<file path="src/rtl/led_pattern_engine_unit_defines.svh">
// ----------------------------------------------------------------------------
// led_pattern_engine_unit_defines : assertion macros
// Shorthand for clocked implication checks, reset-qualified on rst_n.
// ----------------------------------------------------------------------------
`ifndef LED_PATTERN_ENGINE_UNIT_DEFINES_SVH
`define LED_PATTERN_ENGINE_UNIT_DEFINES_SVH

// Same-cycle implication.
`define LPE_ASSERT_SAME(lbl, ante, cons) \
  lbl: assert property (@(posedge clk) disable iff (!rst_n) (ante) |-> (cons)) \
    else $error("lpe check failed: same-cycle implication");

// Next-cycle implication.
`define LPE_ASSERT_NEXT(lbl, ante, cons) \
  lbl: assert property (@(posedge clk) disable iff (!rst_n) (ante) |=> (cons)) \
    else $error("lpe check failed: next-cycle implication");

`endif

</file>
<file path="src/rtl/lpe_pkg.sv">
// ----------------------------------------------------------------------------
// lpe_pkg
// Shared types, codes and helpers of the LED pattern engine.
// ----------------------------------------------------------------------------
`default_nettype none

package lpe_pkg;

  localparam int NUM_LEDS = 4;
  // Lit vector padded so the 4-bit result can always be sliced from it.
  localparam int LIT_W    = (NUM_LEDS > 4) ? NUM_LEDS : 4;

  // Event codes
  localparam logic [1:0] ACT_TICK    = 2'd0;
  localparam logic [1:0] ACT_SET_PAT = 2'd1;
  localparam logic [1:0] ACT_SET_DIR = 2'd2;
  localparam logic [1:0] ACT_NONE    = 2'd3;

  // Pattern codes; 6 and 7 are stored but hold the LED on a tick (lifetime expiry still applies)
  localparam logic [2:0] PAT_OFF   = 3'd0;
  localparam logic [2:0] PAT_ON    = 3'd1;
  localparam logic [2:0] PAT_SLOW  = 3'd2;
  localparam logic [2:0] PAT_FAST  = 3'd3;
  localparam logic [2:0] PAT_PULSE = 3'd4;
  localparam logic [2:0] PAT_HEART = 3'd5;

  localparam logic [31:0] SLOW_PERIOD  = 32'd500;
  localparam logic [31:0] FAST_PERIOD  = 32'd100;
  localparam logic [31:0] PULSE_PERIOD = 32'd10;
  localparam logic [8:0]  RAMP_STEP    = 9'd5;
  localparam logic [8:0]  RAMP_MAX     = 9'd255;
  localparam logic [7:0]  RAMP_THRESH  = 8'd128;
  localparam logic [9:0]  HB_ON1_END   = 10'd100;
  localparam logic [9:0]  HB_ON2_BEG   = 10'd200;
  localparam logic [9:0]  HB_ON2_END   = 10'd300;
  // 2^32 mod 1000, added back when the elapsed-time subtraction wraps
  localparam logic signed [11:0] WRAP_MOD  = 12'sd296;
  localparam logic signed [11:0] HB_PERIOD = 12'sd1000;

  typedef struct packed {
    logic [1:0]  action;
    logic [1:0]  led_index;
    logic [2:0]  pattern;
    logic [31:0] duration_ms;
    logic        level;
    logic [31:0] now_ms;
    logic [9:0]  now_mod;   // now_ms mod 1000
  } item_t;

  typedef struct packed {
    logic tick;
    logic set_pat;
    logic set_dir;
  } slice_ctrl_t;

  // x mod 1000 by folding bytes with their weights mod 1000
  // (2^8 -> 256, 2^16 -> 536, 2^24 -> 216, 2^10 -> 24).
  function automatic logic [9:0] mod1000(input logic [31:0] x);
    logic [17:0] s1;
    logic [12:0] s2;
    logic [10:0] s3;
    s1 = 18'(x[7:0]) + 18'(x[15:8]) * 18'd256 + 18'(x[23:16]) * 18'd536
       + 18'(x[31:24]) * 18'd216;
    s2 = 13'(s1[9:0]) + 13'(s1[17:10]) * 13'd24;
    s3 = 11'(s2[9:0]) + 11'(s2[12:10]) * 11'd24;
    return (s3 >= 11'd1000) ? 10'(s3 - 11'd1000) : s3[9:0];
  endfunction

endpackage

`default_nettype wire

</file>
<file path="src/rtl/lpe_in_stage.sv">
// ----------------------------------------------------------------------------
// lpe_in_stage
// Input register: captures one event and its timestamp mod 1000.
// ----------------------------------------------------------------------------
`default_nettype none

module lpe_in_stage (
  input  wire logic          clk,
  input  wire logic          rst_n,
  input  wire logic          in_tvalid,
  output logic               in_tready,
  input  wire logic [71:0]   in_tdata,
  input  wire logic [1:0]    in_tuser,
  input  wire logic          take,      // downstream consumes the held item
  output logic               hold_valid,
  output lpe_pkg::item_t     item
);

  logic           valid_r, valid_nxt;
  lpe_pkg::item_t item_r,  item_nxt;
  logic           in_fire;

  assign in_tready = !valid_r || take;
  assign in_fire   = in_tvalid && in_tready;

  always_comb begin
    item_nxt             = item_r;
    valid_nxt            = valid_r;
    if (in_fire) begin
      valid_nxt            = 1'b1;
      item_nxt.action      = in_tuser;
      item_nxt.led_index   = in_tdata[1:0];
      item_nxt.pattern     = in_tdata[4:2];
      item_nxt.duration_ms = in_tdata[36:5];
      item_nxt.level       = in_tdata[37];
      item_nxt.now_ms      = in_tdata[69:38];
      item_nxt.now_mod     = lpe_pkg::mod1000(in_tdata[69:38]);
    end else if (take) begin
      valid_nxt = 1'b0;
    end
  end

  always_ff @(posedge clk) begin
    if (!rst_n) begin
      valid_r <= 1'b0;
    end else begin
      valid_r <= valid_nxt;
    end
  end

  always_ff @(posedge clk) begin
    item_r <= item_nxt;
  end

  assign hold_valid = valid_r;
  assign item       = item_r;

endmodule

`default_nettype wire

</file>
<file path="src/rtl/lpe_led_slice.sv">
// ----------------------------------------------------------------------------
// lpe_led_slice
// State and pattern update of one LED.
// ----------------------------------------------------------------------------
`default_nettype none

module lpe_led_slice (
  input  wire logic                 clk,
  input  wire logic                 rst_n,
  input  wire lpe_pkg::slice_ctrl_t ctrl,
  input  wire lpe_pkg::item_t       item,
  output logic                      lit_nxt
);

  logic [2:0]  mode_r,   mode_nxt;
  logic        lit_r,    lit_n;
  logic [31:0] start_r,  start_nxt;
  logic [9:0]  smod_r,   smod_nxt;
  logic [31:0] life_r,   life_nxt;
  logic [31:0] last_r,   last_nxt;
  logic [7:0]  ramp_r,   ramp_nxt;
  logic        rise_r,   rise_nxt;

  always_comb begin
    logic                borrow;
    logic [31:0]         since_start;
    logic [31:0]         since_last;
    logic [8:0]          up;
    logic signed [11:0]  d0;
    logic signed [11:0]  d1;
    logic [9:0]          phase;
    logic [7:0]          ramp_new;

    mode_nxt  = mode_r;
    lit_n     = lit_r;
    start_nxt = start_r;
    smod_nxt  = smod_r;
    life_nxt  = life_r;
    last_nxt  = last_r;
    ramp_nxt  = ramp_r;
    rise_nxt  = rise_r;

    {borrow, since_start} = {1'b0, item.now_ms} - {1'b0, start_r};
    since_last            = item.now_ms - last_r;
    up                    = {1'b0, ramp_r} + lpe_pkg::RAMP_STEP;
    ramp_new              = ramp_r;

    // elapsed mod 1000 from the stored residues; wrap adds 2^32 mod 1000
    d0 = $signed({2'b00, item.now_mod}) - $signed({2'b00, smod_r})
       + (borrow ? lpe_pkg::WRAP_MOD : 12'sd0);
    if (d0 < 12'sd0) begin
      d1 = d0 + lpe_pkg::HB_PERIOD;
    end else if (d0 >= lpe_pkg::HB_PERIOD) begin
      d1 = d0 - lpe_pkg::HB_PERIOD;
    end else begin
      d1 = d0;
    end
    phase = d1[9:0];

    priority if (ctrl.set_pat) begin
      mode_nxt  = item.pattern;
      start_nxt = item.now_ms;
      smod_nxt  = item.now_mod;
      life_nxt  = item.duration_ms;
      last_nxt  = item.now_ms;
      ramp_nxt  = 8'd0;
      rise_nxt  = 1'b1;
      if (item.pattern == lpe_pkg::PAT_OFF) begin
        lit_n = 1'b0;
      end else if (item.pattern == lpe_pkg::PAT_ON) begin
        lit_n = 1'b1;
      end
    end else if (ctrl.set_dir) begin
      lit_n    = item.level;
      mode_nxt = item.level ? lpe_pkg::PAT_ON : lpe_pkg::PAT_OFF;
    end else if (ctrl.tick) begin
      if (life_r != 32'd0 && since_start >= life_r) begin
        // lifetime over: forced off, lifetime kept so it stays off
        lit_n    = 1'b0;
        mode_nxt = lpe_pkg::PAT_OFF;
      end else begin
        unique case (mode_r)
          lpe_pkg::PAT_OFF: lit_n = 1'b0;
          lpe_pkg::PAT_ON:  lit_n = 1'b1;
          lpe_pkg::PAT_SLOW, lpe_pkg::PAT_FAST: begin
            if (since_last >= ((mode_r == lpe_pkg::PAT_SLOW) ? lpe_pkg::SLOW_PERIOD
                                                              : lpe_pkg::FAST_PERIOD)) begin
              lit_n    = !lit_r;
              last_nxt = item.now_ms;
            end
          end
          lpe_pkg::PAT_PULSE: begin
            if (since_last >= lpe_pkg::PULSE_PERIOD) begin
              if (rise_r) begin
                if (up >= lpe_pkg::RAMP_MAX) begin
                  ramp_new = 8'hFF;
                  rise_nxt = 1'b0;
                end else begin
                  ramp_new = up[7:0];
                end
              end else begin
                if (ramp_r <= 8'(lpe_pkg::RAMP_STEP)) begin
                  ramp_new = 8'd0;
                  rise_nxt = 1'b1;
                end else begin
                  ramp_new = ramp_r - 8'(lpe_pkg::RAMP_STEP);
                end
              end
              ramp_nxt = ramp_new;
              lit_n    = (ramp_new > lpe_pkg::RAMP_THRESH);
              last_nxt = item.now_ms;
            end
          end
          lpe_pkg::PAT_HEART: begin
            lit_n = (phase < lpe_pkg::HB_ON1_END) ||
                    (phase >= lpe_pkg::HB_ON2_BEG && phase < lpe_pkg::HB_ON2_END);
          end
          default: ;
        endcase
      end
    end else begin
      lit_n = lit_r;
    end
  end

  always_ff @(posedge clk) begin
    if (!rst_n) begin
      mode_r  <= lpe_pkg::PAT_OFF;
      lit_r   <= 1'b0;
      start_r <= 32'd0;
      smod_r  <= 10'd0;
      life_r  <= 32'd0;
      last_r  <= 32'd0;
      ramp_r  <= 8'd0;
      rise_r  <= 1'b1;
    end else begin
      mode_r  <= mode_nxt;
      lit_r   <= lit_n;
      start_r <= start_nxt;
      smod_r  <= smod_nxt;
      life_r  <= life_nxt;
      last_r  <= last_nxt;
      ramp_r  <= ramp_nxt;
      rise_r  <= rise_nxt;
    end
  end

  assign lit_nxt = lit_n;

endmodule

`default_nettype wire

</file>
<file path="src/rtl/led_pattern_engine_unit.sv">
// ----------------------------------------------------------------------------
// led_pattern_engine_unit
// Pattern engine for indicator LEDs driven by timestamped events.
// ----------------------------------------------------------------------------
// Each input transaction is one event (tick, set pattern, direct on/off) with
// a millisecond timestamp, and each produces exactly one output transaction
// carrying the lit state of LEDs 0..3 after the event. The engine takes one
// transaction per clock while out_tready stays high: an input register holds
// the event, all LED slices update from it in a single combinational pass
// once the output register is free, and the result lands in the output
// register, which drives out_tvalid. While a result is stalled on out_tready,
// one more event waits in the input register and in_tready then drops. The
// heartbeat phase uses the timestamp mod 1000, folded at input capture and
// kept per LED from the pattern start.
// ----------------------------------------------------------------------------
`default_nettype none

`include "led_pattern_engine_unit_defines.svh"

module led_pattern_engine_unit (
  input  wire logic        clk,
  input  wire logic        rst_n,
  // Event stream
  input  wire logic        in_tvalid,
  output logic             in_tready,
  // [1:0] led_index, [4:2] pattern, [36:5] duration_ms, [37] level,
  // [69:38] now_ms, [71:70] zero
  input  wire logic [71:0] in_tdata,
  // [1:0] action
  input  wire logic [1:0]  in_tuser,
  // Result stream
  output logic             out_tvalid,
  input  wire logic        out_tready,
  // [3:0] led_lit_bits, [7:4] zero
  output logic [7:0]       out_tdata
);

  logic                 hold_valid;
  lpe_pkg::item_t       item;
  logic                 take;        // held event processed this cycle
  logic                 out_free;
  logic [lpe_pkg::NUM_LEDS-1:0] lit_vec;
  logic [lpe_pkg::LIT_W-1:0]    lit_pad;

  logic       out_valid_r, out_valid_nxt;
  logic [3:0] out_bits_r,  out_bits_nxt;

  // Output register frees up in the same cycle its transaction completes
  assign out_free = !out_valid_r || out_tready;
  assign take     = hold_valid && out_free;

  lpe_in_stage u_in (
    .clk        (clk),
    .rst_n      (rst_n),
    .in_tvalid  (in_tvalid),
    .in_tready  (in_tready),
    .in_tdata   (in_tdata),
    .in_tuser   (in_tuser),
    .take       (take),
    .hold_valid (hold_valid),
    .item       (item)
  );

  // One slice per LED; set events go only to the addressed one
  for (genvar g = 0; g < lpe_pkg::NUM_LEDS; g++) begin : g_led
    lpe_pkg::slice_ctrl_t ctrl;
    logic                 hit;

    assign hit          = (32'(item.led_index) == 32'(g));
    assign ctrl.tick    = take && (item.action == lpe_pkg::ACT_TICK);
    assign ctrl.set_pat = take && hit && (item.action == lpe_pkg::ACT_SET_PAT);
    assign ctrl.set_dir = take && hit && (item.action == lpe_pkg::ACT_SET_DIR);

    lpe_led_slice u_slice (
      .clk     (clk),
      .rst_n   (rst_n),
      .ctrl    (ctrl),
      .item    (item),
      .lit_nxt (lit_vec[g])
    );
  end

  // Only LEDs 0..3 are reported; missing ones read as dark
  assign lit_pad = lpe_pkg::LIT_W'(lit_vec);

  always_comb begin
    out_valid_nxt = out_valid_r;
    out_bits_nxt  = out_bits_r;
    if (take) begin
      out_valid_nxt = 1'b1;
      out_bits_nxt  = lit_pad[3:0];
    end else if (out_tready) begin
      out_valid_nxt = 1'b0;
    end
  end

  always_ff @(posedge clk) begin
    if (!rst_n) begin
      out_valid_r <= 1'b0;
    end else begin
      out_valid_r <= out_valid_nxt;
    end
  end

  always_ff @(posedge clk) begin
    out_bits_r <= out_bits_nxt;
  end

  assign out_tvalid = out_valid_r;
  assign out_tdata  = {4'b0000, out_bits_r};

  // Every processed event yields a result in the next cycle
  `LPE_ASSERT_NEXT(a_take_gives_result, take, out_tvalid)
  // Input back-pressure only when both registers are full and output stalled
  `LPE_ASSERT_SAME(a_stall_cause, !in_tready, hold_valid && out_valid_r && !out_tready)
  // A direct set shows up on its LED bit in the matching result
  `LPE_ASSERT_NEXT(a_direct_set_seen,
    take && item.action == lpe_pkg::ACT_SET_DIR,
    out_bits_r[$past(item.led_index)] == $past(item.level))

endmodule

`default_nettype wire

</file>
<file path="config.mk">
export PLATFORM = sky130hd
export DESIGN_NAME = led_pattern_engine_unit
export DESIGN_NICKNAME = d
export VERILOG_FILES = /design/src/rtl/lpe_pkg.sv /design/src/rtl/lpe_in_stage.sv /design/src/rtl/lpe_led_slice.sv /design/src/rtl/led_pattern_engine_unit.sv
export VERILOG_INCLUDE_DIRS = /design/src /design/src/rtl
export SDC_FILE = /design/constraint.sdc
export NUM_CORES = 2
export LEC_CHECK = 0
export ABC_AREA = 1
export BUFFER_PORTS_ARGS = -buffer_cell sky130_fd_sc_hd__buf_2
export CAP_MARGIN = 20
export CORE_AREA = 2 2 283 285
export CTS_CLUSTER_SIZE = 12
export DETAILED_ROUTE_END_ITERATION = 8
export DIE_AREA = 0 0 285 287
export GPL_TIMING_DRIVEN = 0
export PLACE_DENSITY_LB_ADDON = 0.08
export SLEW_MARGIN = 40
export SYNTH_ARGS = -nofsm -noshare
export SYNTH_HDL_FRONTEND = slang
export SYNTH_SLANG_ARGS = --single-unit
</file>
<file path="constraint.sdc">
create_clock -name clk -period 14.15 [get_ports clk]
set_input_delay 1.415 -clock clk [delete_from_list [all_inputs] [get_ports clk]]
set_output_delay 1.415 -clock clk [all_outputs]
set_load 0.005 [all_outputs]
</file>
==> summary.md <==
| Metric | Value |
|---|---|
| Minimum hold slack | `0.458 ns` |
| CP endpoint kind | `flip-flop` |
| Fillers | `7,284` |
| Yosys warnings | `0` |
| Max_cap viols | `0` |
| Hold depth | `2` |
| Netlist cell types | `74` |
| Rows | `103` |
| Synth top area share | `0.200` |
| Final Setup Violations | `0` |
| TritonRoute pass-1 iters | `6` |
| Crit path largest cell delay | `0.55 ns` |
| Total GRT Usage | `0.369` |
| RR Endpoint | `g_led[2].u_slice.last_r[21]$_SDFFE_PN0P_` |
| Largest net degree at the start of global routing | `62` |
| Count leader, synth | `nand2_1` |
| Port Buf Inserts | `81` |
| Clock sink count | `549` |
| DR iter-0 viols | `4,220` |
| CP startpoint kind | `input pin` |
| Total wire length | `154,000 µm` |
| Via count | `46,266` |
| CTS buffer count | `67` |
| Post-CTS Setup Bufs | `0` |
| Setup CP Type | `in2reg` |
| Maximum level of the CTS H-tree | `3` |
| Yosys reg bits | `549` |
| Post_cts resized | `0` |
| Final min period | `10.60 ns` |
| CP Data Arrival Time | `10.94 ns` |
| Initial antenna violation count | `7` |
| Clock-pin slew of the registers on the worst-case setup and hold paths | `0.06 ns` |
| TNS Setup | `0 ns` |
| Latest clock arrival within the worst-skew pair | `0.63 ns` |
| Crit path buf inv count | `7` |
| Cell taking the most area after synthesis | `dfxtp_1` |
| Worst-Margin Slew | `0.962 ns` |
| Fin nets | `7,631` |
| Layout cells sized above 1 | `0.0634` |
| Setup crit start | `in_tdata[63]` |
| ANT nets after route | `0` |
| DP HPWL | `125,000 µm` |
| Mapped cell area | `46,800 µm²` |
| Crit Reg-Reg Startpoint | `u_in.item[0]$_DFFE_PP_` |
| WP depth | `48` |
| Worst EP required | `14.49 ns` |
| Final hold violation count | `0` |
| Worst Reg-to-Reg Cells | `35` |
| DR WL/cell | `19.1 µm` |
| RePlAce Congestion | `1.00` |
| RSZ-0062 raised after global routing | `no` |
| Max-slew headroom | `0.358` |
| DIE AREA | `81,800 µm²` |
| Worst Hold Class | `reg2reg` |
| First-pass GRT wire length | `236,000 µm` |
| CP most frequent cell | `ha_1` |
| CTS Hold Buffers Added | `0` |
| Clock skew | `0.0271 ns` |
| Crit Path Max Fanout | `5` |
| Post-synth EDFFs | `83` |
| Worst path top cell family by delay | `adder cells` |
| Syn Inst Count | `6,762` |
| Asr flop ratio synth | `0` |
| Synth top area cells | `dfxtp_1 20%, ha_1 15%, a21oi_1 9.3%, nand2_1 9.3%, inv_1 8.7%` |
| Ys flop type | `dfxtp_1` |
| CTS tree | `yes` |
| Ports | `88` |
| Die width | `285 µm` |
| Outcome | `finished clean` |
| Slowest cell on crit path | `fa_1` |
| Synth cell count leaders | `1,158 x nand2_1, 1,079 x inv_1, 872 x a21oi_1` |
| Worst setup path endpoint | `u_in.item[6]$_DFFE_PP_` |
| Initial core utilization | `0.595` |
| Post-DR vias/cell | `5.73` |
| Total grt overflow | `0` |
| Clock root buffer | `clkbuf_16` |
| Max Slew Vio Count | `0` |
| CORE AREA | `78,600 µm²` |
| Sequential share of the synthesized area | `0.253` |
| CTS Buffer Depth | `3` |
| R2R Setup Slk | `6.06 ns` |
| Vias in the first global route | `42,680` |
| DRC viols | `0` |
| Post-Syn Area per Cell | `6.91 µm²` |
| Fmax achieved | `0.0944 GHz` |
| Tcrit/Tclk final | `0.749` |
| Area growth, synth to finish | `9.91%` |
| Die Ht | `287 µm` |
## worst min-delay path by stage
stage                                       startpoint                                       to
4_1_cts        g_led[2].u_slice.smod_r[5]$_SDFFE_PN0P_  g_led[2].u_slice.smod_r[5]$_SDFFE_PN0P_
3_3_place_gp   g_led[2].u_slice.smod_r[5]$_SDFFE_PN0P_  g_led[2].u_slice.smod_r[5]$_SDFFE_PN0P_
2_1_floorplan  g_led[1].u_slice.smod_r[3]$_SDFFE_PN0P_  g_led[1].u_slice.smod_r[3]$_SDFFE_PN0P_
5_1_grt        g_led[1].u_slice.smod_r[7]$_SDFFE_PN0P_  g_led[1].u_slice.smod_r[7]$_SDFFE_PN0P_
3_5_place_dp   g_led[2].u_slice.smod_r[5]$_SDFFE_PN0P_  g_led[2].u_slice.smod_r[5]$_SDFFE_PN0P_
6_report       g_led[2].u_slice.smod_r[5]$_SDFFE_PN0P_  g_led[2].u_slice.smod_r[5]$_SDFFE_PN0P_
## tightest hold or removal path, delay by kind of cell (launching register included)
| family | cells | cell delay, ns |
|---|---|---|
| DFF | 1 | 0.29 |
| AOI/OAI and AO/OA | 1 | 0.06 |
| buffers and inverters | 1 | 0.06 |
## sequential cells by signal, summed over array words and instances (netlist names)
register,flops
g_led.u_slice.smod_r,40
g_led.u_slice.rise_r,4
g_led.u_slice.ramp_r,32
u_in.item,79
out_tvalid,1
g_led.u_slice.last_r,128
g_led.u_slice.life_r,128
g_led.u_slice.start_r,116
g_led.u_slice.mode_r,12
g_led.u_slice.lit_r,4
out_bits_r,4
u_in.hold_valid,1
## placed cells by master, fill, tap and decap left out, types with 9 or more instances in the layout
cell       count
buf_4         10
nand3b_1      22
a211oi_1      15
buf_6         62
o21a_1        19
a21oi_2       15
xnor2_1       97
nor2_2        16
a21boi_0      10
dfxtp_1      466
buf_2         90
buf_8          9
clkinv_2      10
a31oi_1       39
nand2_1     1158
xor2_1       226
nor2_1       473
a21o_1        33
nand3_2       14
nand3_1      323
ha_1         553
fa_1          35
nand2_2       28
o21ai_0      531
o21bai_1      50
clkbuf_1     133
nand4_1      117
o211ai_1      17
clkbuf_16     73
clkbuf_8      10
nor4_1        27
inv_2         20
o21ai_2       12
o21ai_1       45
a21oi_1      870
edfxtp_1      83
inv_1       1078
nor3_1        77
## routing by layer
layer  vias to the layer above  track usage  routed length, µm
met5                         -            0                 10
met4                         2        0.169               7850
met3                       336       0.0629              13900
met2                      1758        0.590              67100
met1                     21279        0.487              65100
li1                      22891            -                  -
## logic make-up (layout without fill, tap and decap cells)
family / Yosys count / in the layout / synth area share
AND/OR/NAND/NOR: 2315 / 2315 / 0.216
AO/OA/AOI/OAI: 1711 / 1711 / 0.199
buffers and inverters: 1273 / 1527 / 0.107
adder cells (fa/ha/maj): 588 / 588 / 0.163
flip-flops: 549 / 549 / 0.253
XOR/XNOR: 325 / 325 / 0.0612
other: 1 / 5 / 0.0000802
## layout make-up
type                       count  area, µm²  share of cell area
tap                         1050       1310              0.0256
timing repair buffer         131       1010              0.0197
antenna                        1       2.50           0.0000487
inverter                    1106       4160              0.0809
buffer                       167        866              0.0169
clock inverter                23        215             0.00419
sequential                   549      11800               0.230
clock buffer                 100       2030              0.0395
multi-input combinational   4943      30000               0.583
## through the flow
stage               area [µm²]  instances  setup slack, ns  utilization
floorplan                46800       6765             4.30            -
finish                   51400       8070             3.55        0.654
global placement         48500       7896             3.18        0.617
detailed placement       49100       7945             2.97        0.625
CTS                      51400       8068             3.57        0.653
global route             51400       8069             2.36        0.654
Power is left out: the tool's default activity adds up to more than one toggle a clock period on the data nets, which glitch-free logic cannot reach.
